===== config.mk =====
export PLATFORM = sky130hd
export DESIGN_NAME = fpl_sequencer
export DESIGN_NICKNAME = d
export VERILOG_FILES = /design/src/hdl/fpl_pkg.sv /design/src/hdl/fpl_sequencer.sv
export SDC_FILE = /design/constraint.sdc
export NUM_CORES = 1
export LEC_CHECK = 0
export BUFFER_PORTS_ARGS = -buffer_cell sky130_fd_sc_hd__buf_2
export CAP_MARGIN = 5
export CORE_MARGIN = 2
export CORE_UTILIZATION = 35
export DETAILED_ROUTE_END_ITERATION = 8
export HOLD_SLACK_MARGIN = 0.08
export PLACE_DENSITY = 0.58
export SETUP_SLACK_MARGIN = 0.02
export SYNTH_ARGS = -nofsm -noshare
export SYNTH_HDL_FRONTEND = slang
export SYNTH_SLANG_ARGS = --single-unit

===== constraint.sdc =====
create_clock -name clk_i -period 6.5 [get_ports clk_i]
set_clock_uncertainty 0.05 [all_clocks]
set_input_delay 0 -clock clk_i [delete_from_list [all_inputs] [get_ports clk_i]]
set_output_delay 0 -clock clk_i [all_outputs]
set_load 0.02 [all_outputs]

===== src/hdl/fpl_pkg.sv =====
// ----------------------------------------------------------------------------
// fpl_pkg: shared types, constants and microcode for the ladder lowpass
// Fixed-point widths, control word layout and the sequencer program.
// ----------------------------------------------------------------------------
package fpl_pkg;

  // Structure and formats
  localparam int unsigned STAGES          = 4;
  localparam int unsigned IDX_W           = $clog2(STAGES);
  localparam int unsigned DEF_SAMPLE_BITS = 24;
  localparam int unsigned QF              = 20;
  localparam int unsigned ONE_Q           = 1 << QF;

  // Register widths
  localparam int unsigned COEF_W     = 21;
  localparam int unsigned RES_W      = 23;
  localparam int unsigned CFG_IDX_W  = 3;
  localparam int unsigned CFG_DATA_W = 23;

  // Datapath widths, sized for the widest sample format (32 bits)
  localparam int unsigned ST_W   = 32;               // integrators, sigma, u, lp
  localparam int unsigned GAIN_W = 25;               // 1.0 + bc*k, Q.20
  localparam int unsigned MC_W   = 25;               // coefficient operand
  localparam int unsigned MD_W   = 33;               // data operand
  localparam int unsigned PROD_W = MC_W + 1 + MD_W;  // product register
  localparam int unsigned ACC_W  = 60;               // accumulator
  localparam int unsigned T_W    = 38;               // xs / diff / v scratch
  localparam int unsigned SAT_W  = ACC_W - QF;       // saturator input
  localparam int unsigned DLO_W  = 16;               // low slice of diff

  localparam int unsigned PC_W = 5;

  typedef enum logic [CFG_IDX_W-1:0] {
    REG_STAGE_GAIN = 3'd0,
    REG_LOOP_NORM  = 3'd1,
    REG_RESONANCE  = 3'd2,
    REG_BASS_COMP  = 3'd3,
    REG_BETA_ONE   = 3'd4,
    REG_BETA_TWO   = 3'd5,
    REG_BETA_THREE = 3'd6,
    REG_BETA_FOUR  = 3'd7
  } cfg_idx_e;

  typedef enum logic [3:0] {
    OP_NOP,
    OP_CLR,      // acc <= 0
    OP_MUL,      // prod <= coef * data
    OP_ACC_ADD,  // acc <= acc + prod
    OP_ACC_HI,   // acc <= prod << DLO_W
    OP_SIGMA,    // sigma <= sat(acc >>> QF)
    OP_GAIN,     // gain <= 1.0 + prod >> QF
    OP_XS,       // t <= prod >>> QF
    OP_DIFF,     // t <= t - prod >>> QF
    OP_U,        // sig <= sat(acc >>> QF)
    OP_SUB,      // t <= sig - s[idx]
    OP_V,        // t <= prod >>> QF
    OP_LP,       // sig <= sat(t + s[idx])
    OP_ST        // s[idx] <= sat(t + sig)
  } op_e;

  typedef enum logic [2:0] {
    C_NONE, C_BETA, C_BC, C_GAIN, C_K, C_NORM, C_ALPHA
  } csel_e;

  typedef enum logic [2:0] {
    D_NONE, D_STATE, D_K, D_X, D_SIGMA, D_DHI, D_DLO, D_T
  } dsel_e;

  typedef enum logic [2:0] {
    J_NEXT,   // fall through
    J_WAIT,   // hold until an item is accepted
    J_LOOP,   // back to tgt until the last stage, then fall through
    J_DONE,   // hand the result over, then back to the start
    J_HOME    // back to the start
  } jmp_e;

  typedef struct packed {
    logic [COEF_W-1:0]              stage_gain;
    logic [COEF_W-1:0]              loop_norm;
    logic [RES_W-1:0]               resonance;
    logic [COEF_W-1:0]              bass_comp;
    logic [STAGES-1:0][COEF_W-1:0]  beta;
  } coef_t;

  typedef struct packed {
    op_e             op;
    csel_e           csel;
    dsel_e           dsel;
    jmp_e            jmp;
    logic [PC_W-1:0] tgt;
  } ctl_t;

  typedef struct packed {
    op_e              op;
    csel_e            csel;
    dsel_e            dsel;
    logic [IDX_W-1:0] idx;
    logic             ld_x;
  } uop_t;

  localparam logic [PC_W-1:0] UC_SIGMA_LOOP = PC_W'(1);
  localparam logic [PC_W-1:0] UC_STAGE_LOOP = PC_W'(15);

  // Clamp to the signed ST_W range
  function automatic logic signed [ST_W-1:0] sat_st(input logic signed [SAT_W-1:0] a);
    logic [SAT_W-ST_W:0] top;
    top = a[SAT_W-1:ST_W-1];
    if ((&top) || !(|top)) begin
      return a[ST_W-1:0];
    end else if (a[SAT_W-1]) begin
      return {1'b1, {(ST_W-1){1'b0}}};
    end else begin
      return {1'b0, {(ST_W-1){1'b1}}};
    end
  endfunction

  // Sequencer program
  function automatic ctl_t ucode(input logic [PC_W-1:0] pc);
    ctl_t w;
    w = '{op: OP_NOP, csel: C_NONE, dsel: D_NONE, jmp: J_NEXT, tgt: '0};
    case (pc)
      PC_W'(0):  begin w.op = OP_CLR; w.jmp = J_WAIT; end
      // sigma = sum beta_i * s_i
      PC_W'(1):  begin w.op = OP_MUL; w.csel = C_BETA; w.dsel = D_STATE; end
      PC_W'(2):  begin w.op = OP_ACC_ADD; w.jmp = J_LOOP; w.tgt = UC_SIGMA_LOOP; end
      PC_W'(3):  w.op = OP_SIGMA;
      // input gain
      PC_W'(4):  begin w.op = OP_MUL; w.csel = C_BC; w.dsel = D_K; end
      PC_W'(5):  w.op = OP_GAIN;
      PC_W'(6):  begin w.op = OP_MUL; w.csel = C_GAIN; w.dsel = D_X; end
      PC_W'(7):  w.op = OP_XS;
      PC_W'(8):  begin w.op = OP_MUL; w.csel = C_K; w.dsel = D_SIGMA; end
      PC_W'(9):  w.op = OP_DIFF;
      // u = norm * diff, diff split in two slices
      PC_W'(10): begin w.op = OP_MUL; w.csel = C_NORM; w.dsel = D_DHI; end
      PC_W'(11): w.op = OP_ACC_HI;
      PC_W'(12): begin w.op = OP_MUL; w.csel = C_NORM; w.dsel = D_DLO; end
      PC_W'(13): w.op = OP_ACC_ADD;
      PC_W'(14): w.op = OP_U;
      // one-pole stages
      PC_W'(15): w.op = OP_SUB;
      PC_W'(16): begin w.op = OP_MUL; w.csel = C_ALPHA; w.dsel = D_T; end
      PC_W'(17): w.op = OP_V;
      PC_W'(18): w.op = OP_LP;
      PC_W'(19): begin w.op = OP_ST; w.jmp = J_LOOP; w.tgt = UC_STAGE_LOOP; end
      PC_W'(20): w.jmp = J_DONE;
      default:   w.jmp = J_HOME;
    endcase
    return w;
  endfunction

endpackage


===== src/hdl/fpl_sequencer.sv =====
// ----------------------------------------------------------------------------
// fpl_sequencer: microcode sequencer
// Step counter, stage counter and program ROM; issues one micro-op a cycle.
// ----------------------------------------------------------------------------
module fpl_sequencer (
  input  logic          clk_i,
  input  logic          rst_ni,
  input  logic          in_valid_i,
  input  logic          out_busy_i,
  output logic          in_ready_o,
  output logic          out_load_o,
  output fpl_pkg::uop_t uop_o
);
  import fpl_pkg::*;

  logic [PC_W-1:0]  pc_q, pc_d;
  logic [IDX_W-1:0] idx_q, idx_d;
  ctl_t             ctl;

  assign ctl = ucode(pc_q);

  always_comb begin
    pc_d       = pc_q;
    idx_d      = idx_q;
    in_ready_o = 1'b0;
    out_load_o = 1'b0;
    case (ctl.jmp)
      J_NEXT: pc_d = pc_q + 1'b1;
      J_WAIT: begin
        in_ready_o = 1'b1;
        if (in_valid_i) begin
          pc_d = pc_q + 1'b1;
        end
      end
      J_LOOP: begin
        if (idx_q == IDX_W'(STAGES - 1)) begin
          idx_d = '0;
          pc_d  = pc_q + 1'b1;
        end else begin
          idx_d = idx_q + 1'b1;
          pc_d  = ctl.tgt;
        end
      end
      J_DONE: begin
        if (!out_busy_i) begin
          out_load_o = 1'b1;
          pc_d       = '0;
        end
      end
      J_HOME:  pc_d = '0;
      default: pc_d = '0;
    endcase
  end

  assign uop_o = '{op:   ctl.op,
                   csel: ctl.csel,
                   dsel: ctl.dsel,
                   idx:  idx_q,
                   ld_x: in_ready_o && in_valid_i};

  always_ff @(posedge clk_i or negedge rst_ni) begin
    if (!rst_ni) begin
      pc_q  <= '0;
      idx_q <= '0;
    end else begin
      pc_q  <= pc_d;
      idx_q <= idx_d;
    end
  end

endmodule


==> results.sh <==
export IMPL_status="finished, final reports clean"
export IMPL_syn_avg_cell_area_um2=7.86
export IMPL_relSlewSlack=0.481
export IMPL_pin_count=19
export IMPL_end_kind="primary output"
export IMPL_synthTopCellsByCount="a21oi_1 (14), nand2_1 (13), inv_1 (8)"
export IMPL_postCtsSetupBuffers=0
export IMPL_regArea_um2=175
export IMPL_synth_area_um2=943
export IMPL_fillers=268
export IMPL_r2r_setup_slack_ns=4.20
export IMPL_final_hold_viol_count=0
export IMPL_finalSetupTns_ns=0
export IMPL_pwr_share_clk=0.073
export IMPL_cts_buffers=3
export IMPL_drive_above_1_share=0.224
export IMPL_area_growth_pct=11.1
export IMPL_worst_setup_path_type="flop to primary output"
export IMPL_diodes=0
export IMPL_worstMarginPinSlew_ns=0.779
export IMPL_yosysMostFrequentCell="a21oi_1"
export IMPL_slowest_delay_ns=0.77
export IMPL_h_tree_depth=1
export IMPL_drv_slew=0
export IMPL_multi_input_area_um2=669
export IMPL_via_count=912
export IMPL_path_max_fanout=21
export IMPL_final_core_util=0.416
export IMPL_drt_iter0_drc=50
export IMPL_power_density_nw_per_um2=501
export IMPL_cts_root_buf="clkbuf_4"
export IMPL_period_needed_ns=2.32
export IMPL_grt_pass1_vias=809
export IMPL_post_route_period_util=0.357
export IMPL_ant_nets=0
export IMPL_crit_required_ns=6.45
export IMPL_seqPwrFrac=0.170
export IMPL_grt_pass1_wl_um=3770
export IMPL_p_leak_nw=0.489
export IMPL_path_cells="inv_1 -> ha_1 -> nor2_1 -> o2bb2ai_1 -> nand3_1 -> a21oi_1 -> nand2_1 -> buf_2"
export IMPL_grt_overflow=0
export IMPL_drv_cap=0
export IMPL_std_cell_rows=18
export IMPL_async_flop_share=1.00
export IMPL_startpoint="pc_q[4]$_DFFE_PN0P_"
export IMPL_clk_latency_ns=0.25
export IMPL_cp_arrival_ns=2.27
export IMPL_hp_class="input pin to flop"
export IMPL_die_w_um=55.9
export IMPL_grt_use_total=0.145
export IMPL_start_util=0.374
export IMPL_hold_start="out_busy_i"
export IMPL_drt_pass1_iterations=4
export IMPL_synth_area_leaders="dfrtp_1 (19%), ha_1 (8.0%), a21oi_1 (7.4%)"
export IMPL_synth_main_ff_cell="dfrtp_1"
export IMPL_pre_cts_ws_ns=4.22
export IMPL_clkTransAtPathRegs_ns=0.05
export IMPL_syn_instance_count=120
export IMPL_ys_seq_area_frac=0.186
export IMPL_fp_dieH_um=55.9
export IMPL_nets=145
export IMPL_worst_ir_drop_vdd_v=0.000252
export IMPL_r2r_end="pc_q[1]$_DFFE_PN0P_"
export IMPL_start_kind="flop"
export IMPL_synth_enable_flop_cells=0
export IMPL_ys_seq_elements=7
export IMPL_reg2reg_from="pc_q[4]$_DFFE_PN0P_"
export IMPL_wirelength_um=2160
export IMPL_setup_viol=0
export IMPL_dp_cells=158
export IMPL_comb_power_share=0.758
export IMPL_synth_top_cell_area_share=0.186
export IMPL_max_freq_mhz=431
export IMPL_grt_antenna_before_repair=0
export IMPL_hpwl_um=1630
export IMPL_rsz0062_at_grt="no"
export IMPL_dieArea_um2=3130
export IMPL_cp_slowest_cell="dfrtp_1"
export IMPL_synth_top_area_cell="dfrtp_1"
export IMPL_yosysWarningCount=0
export IMPL_min_to="pc_q[4]$_DFFE_PN0P_"
export IMPL_stdcell_count=164
export IMPL_yosys_cell_types_count=42
export IMPL_cts_sinks=7
export IMPL_hold_path_depth=4
export IMPL_p_sw_mw=0.278
export IMPL_core_area_um2=2520
export IMPL_wl_per_cell_um=13.2
export IMPL_worst_slack_ns=4.18
export IMPL_grt_max_degree=25
export IMPL_p_int_mw=0.248
export IMPL_tritoncts="yes"
export IMPL_vias_per_cell=5.56
export IMPL_syn_nets=130
export IMPL_drc=0
export IMPL_r2r_cells=7
export IMPL_place_gp_congestion=0.814
export IMPL_cts_max_path_buffers=2
export IMPL_portBuffers=18
export IMPL_sw_frac_of_total=0.529
## metal layers
layer,GRT usage,share of wire
met1,0.203,0.48
met2,0.233,0.46
met3,0.0209,0.057
met4,0.0408,0.0042
met5,0,0
## power groups by stage
stage          Clock, mW  Combinational [mW]  Sequential (mW)
2_1_floorplan          0               0.321           0.0822
3_3_place_gp           0               0.394           0.0894
3_5_place_dp           0               0.398           0.0903
4_1_cts           0.0407               0.400           0.0894
5_1_grt           0.0435               0.439           0.0939
6_report          0.0382               0.398           0.0893
## state kept, by name (all words and copies together) (netlist names)
signal  cells
idx_q       2
pc_q        5
## through the flow
stage / total power, mW / hold slack, ns / instance area, um2
detailed placement: 0.488 / -0.209 / 1000
global route: 0.576 / 0.153 / 1050
floorplan: 0.403 / -0.346 / 943
global placement: 0.483 / -0.210 / 1000
CTS: 0.530 / 0.138 / 1050
finish: 0.526 / 0.143 / 1050
## cell usage in the layout (no fill, tap or decap), types with 2 or more instances in the layout
cell and n:
buf_2 18, o21ai_0 6, nand3_1 5, and2_1 2, a21oi_1 14, nor2_1 7, mux2i_1 3, a211oi_1 2
dlygate4sd3_1 2, nor2b_1 5, a21boi_0 3, a31oi_1 2, clkbuf_4 3, inv_1 8, dfrtp_1 7, ha_1 6
a311o_1 2, nand2_1 13, o31ai_1 2, o211ai_1 2
## how the worst max path moves through the flow
stage | cells after the start | slack (ns) | endpoint
6_report | 8 | 4.18 | uop_o[10]
5_1_grt | 8 | 4.00 | uop_o[10]
4_1_cts | 8 | 4.18 | uop_o[10]
3_5_place_dp | 7 | 4.22 | pc_q[1]$_DFFE_PN0P_
3_3_place_gp | 7 | 4.22 | pc_q[2]$_DFFE_PN0P_
2_1_floorplan | 9 | 4.42 | pc_q[1]$_DFFE_PN0P_
## repair_timing
action,4_1_cts,5_1_grt
hold buffers,2,0
hold endpoints to repair,7,0
gates resized for setup,0,0
## layout make-up
| class | count | share of cell area |
|---|---|---|
| Clock buffer | 4 | 0.0251 |
| Inverter | 8 | 0.0286 |
| Multi-Input combinational cell | 95 | 0.638 |
| Sequential cell | 7 | 0.167 |
| Tap cell | 30 | 0.0358 |
| Timing Repair Buffer | 20 | 0.105 |
## worst max-delay path: cells and delay by family (launching register included)
family | cells | cell delay [ns]
adders and majority gates | 1 | 0.28
buffers and inverters | 2 | 0.36
and+or+nand+nor | 3 | 0.31
DFF | 1 | 0.77
AOI/OAI and AO/OA | 2 | 0.30
## kinds of logic (layout without fill, tap and decap cells)
logic type      count (synthesis)  count (layout)  synth area share
simple gates                   41              41             0.248
buf+inv                        18              32             0.105
mux                             4               4            0.0438
fa+ha+maj                       6               6            0.0796
flops                           7               7             0.186
compound gates                 43              43             0.329
xor+xnor                        1               1           0.00929
No activity file was read; power rests on OpenSTA's default activity.
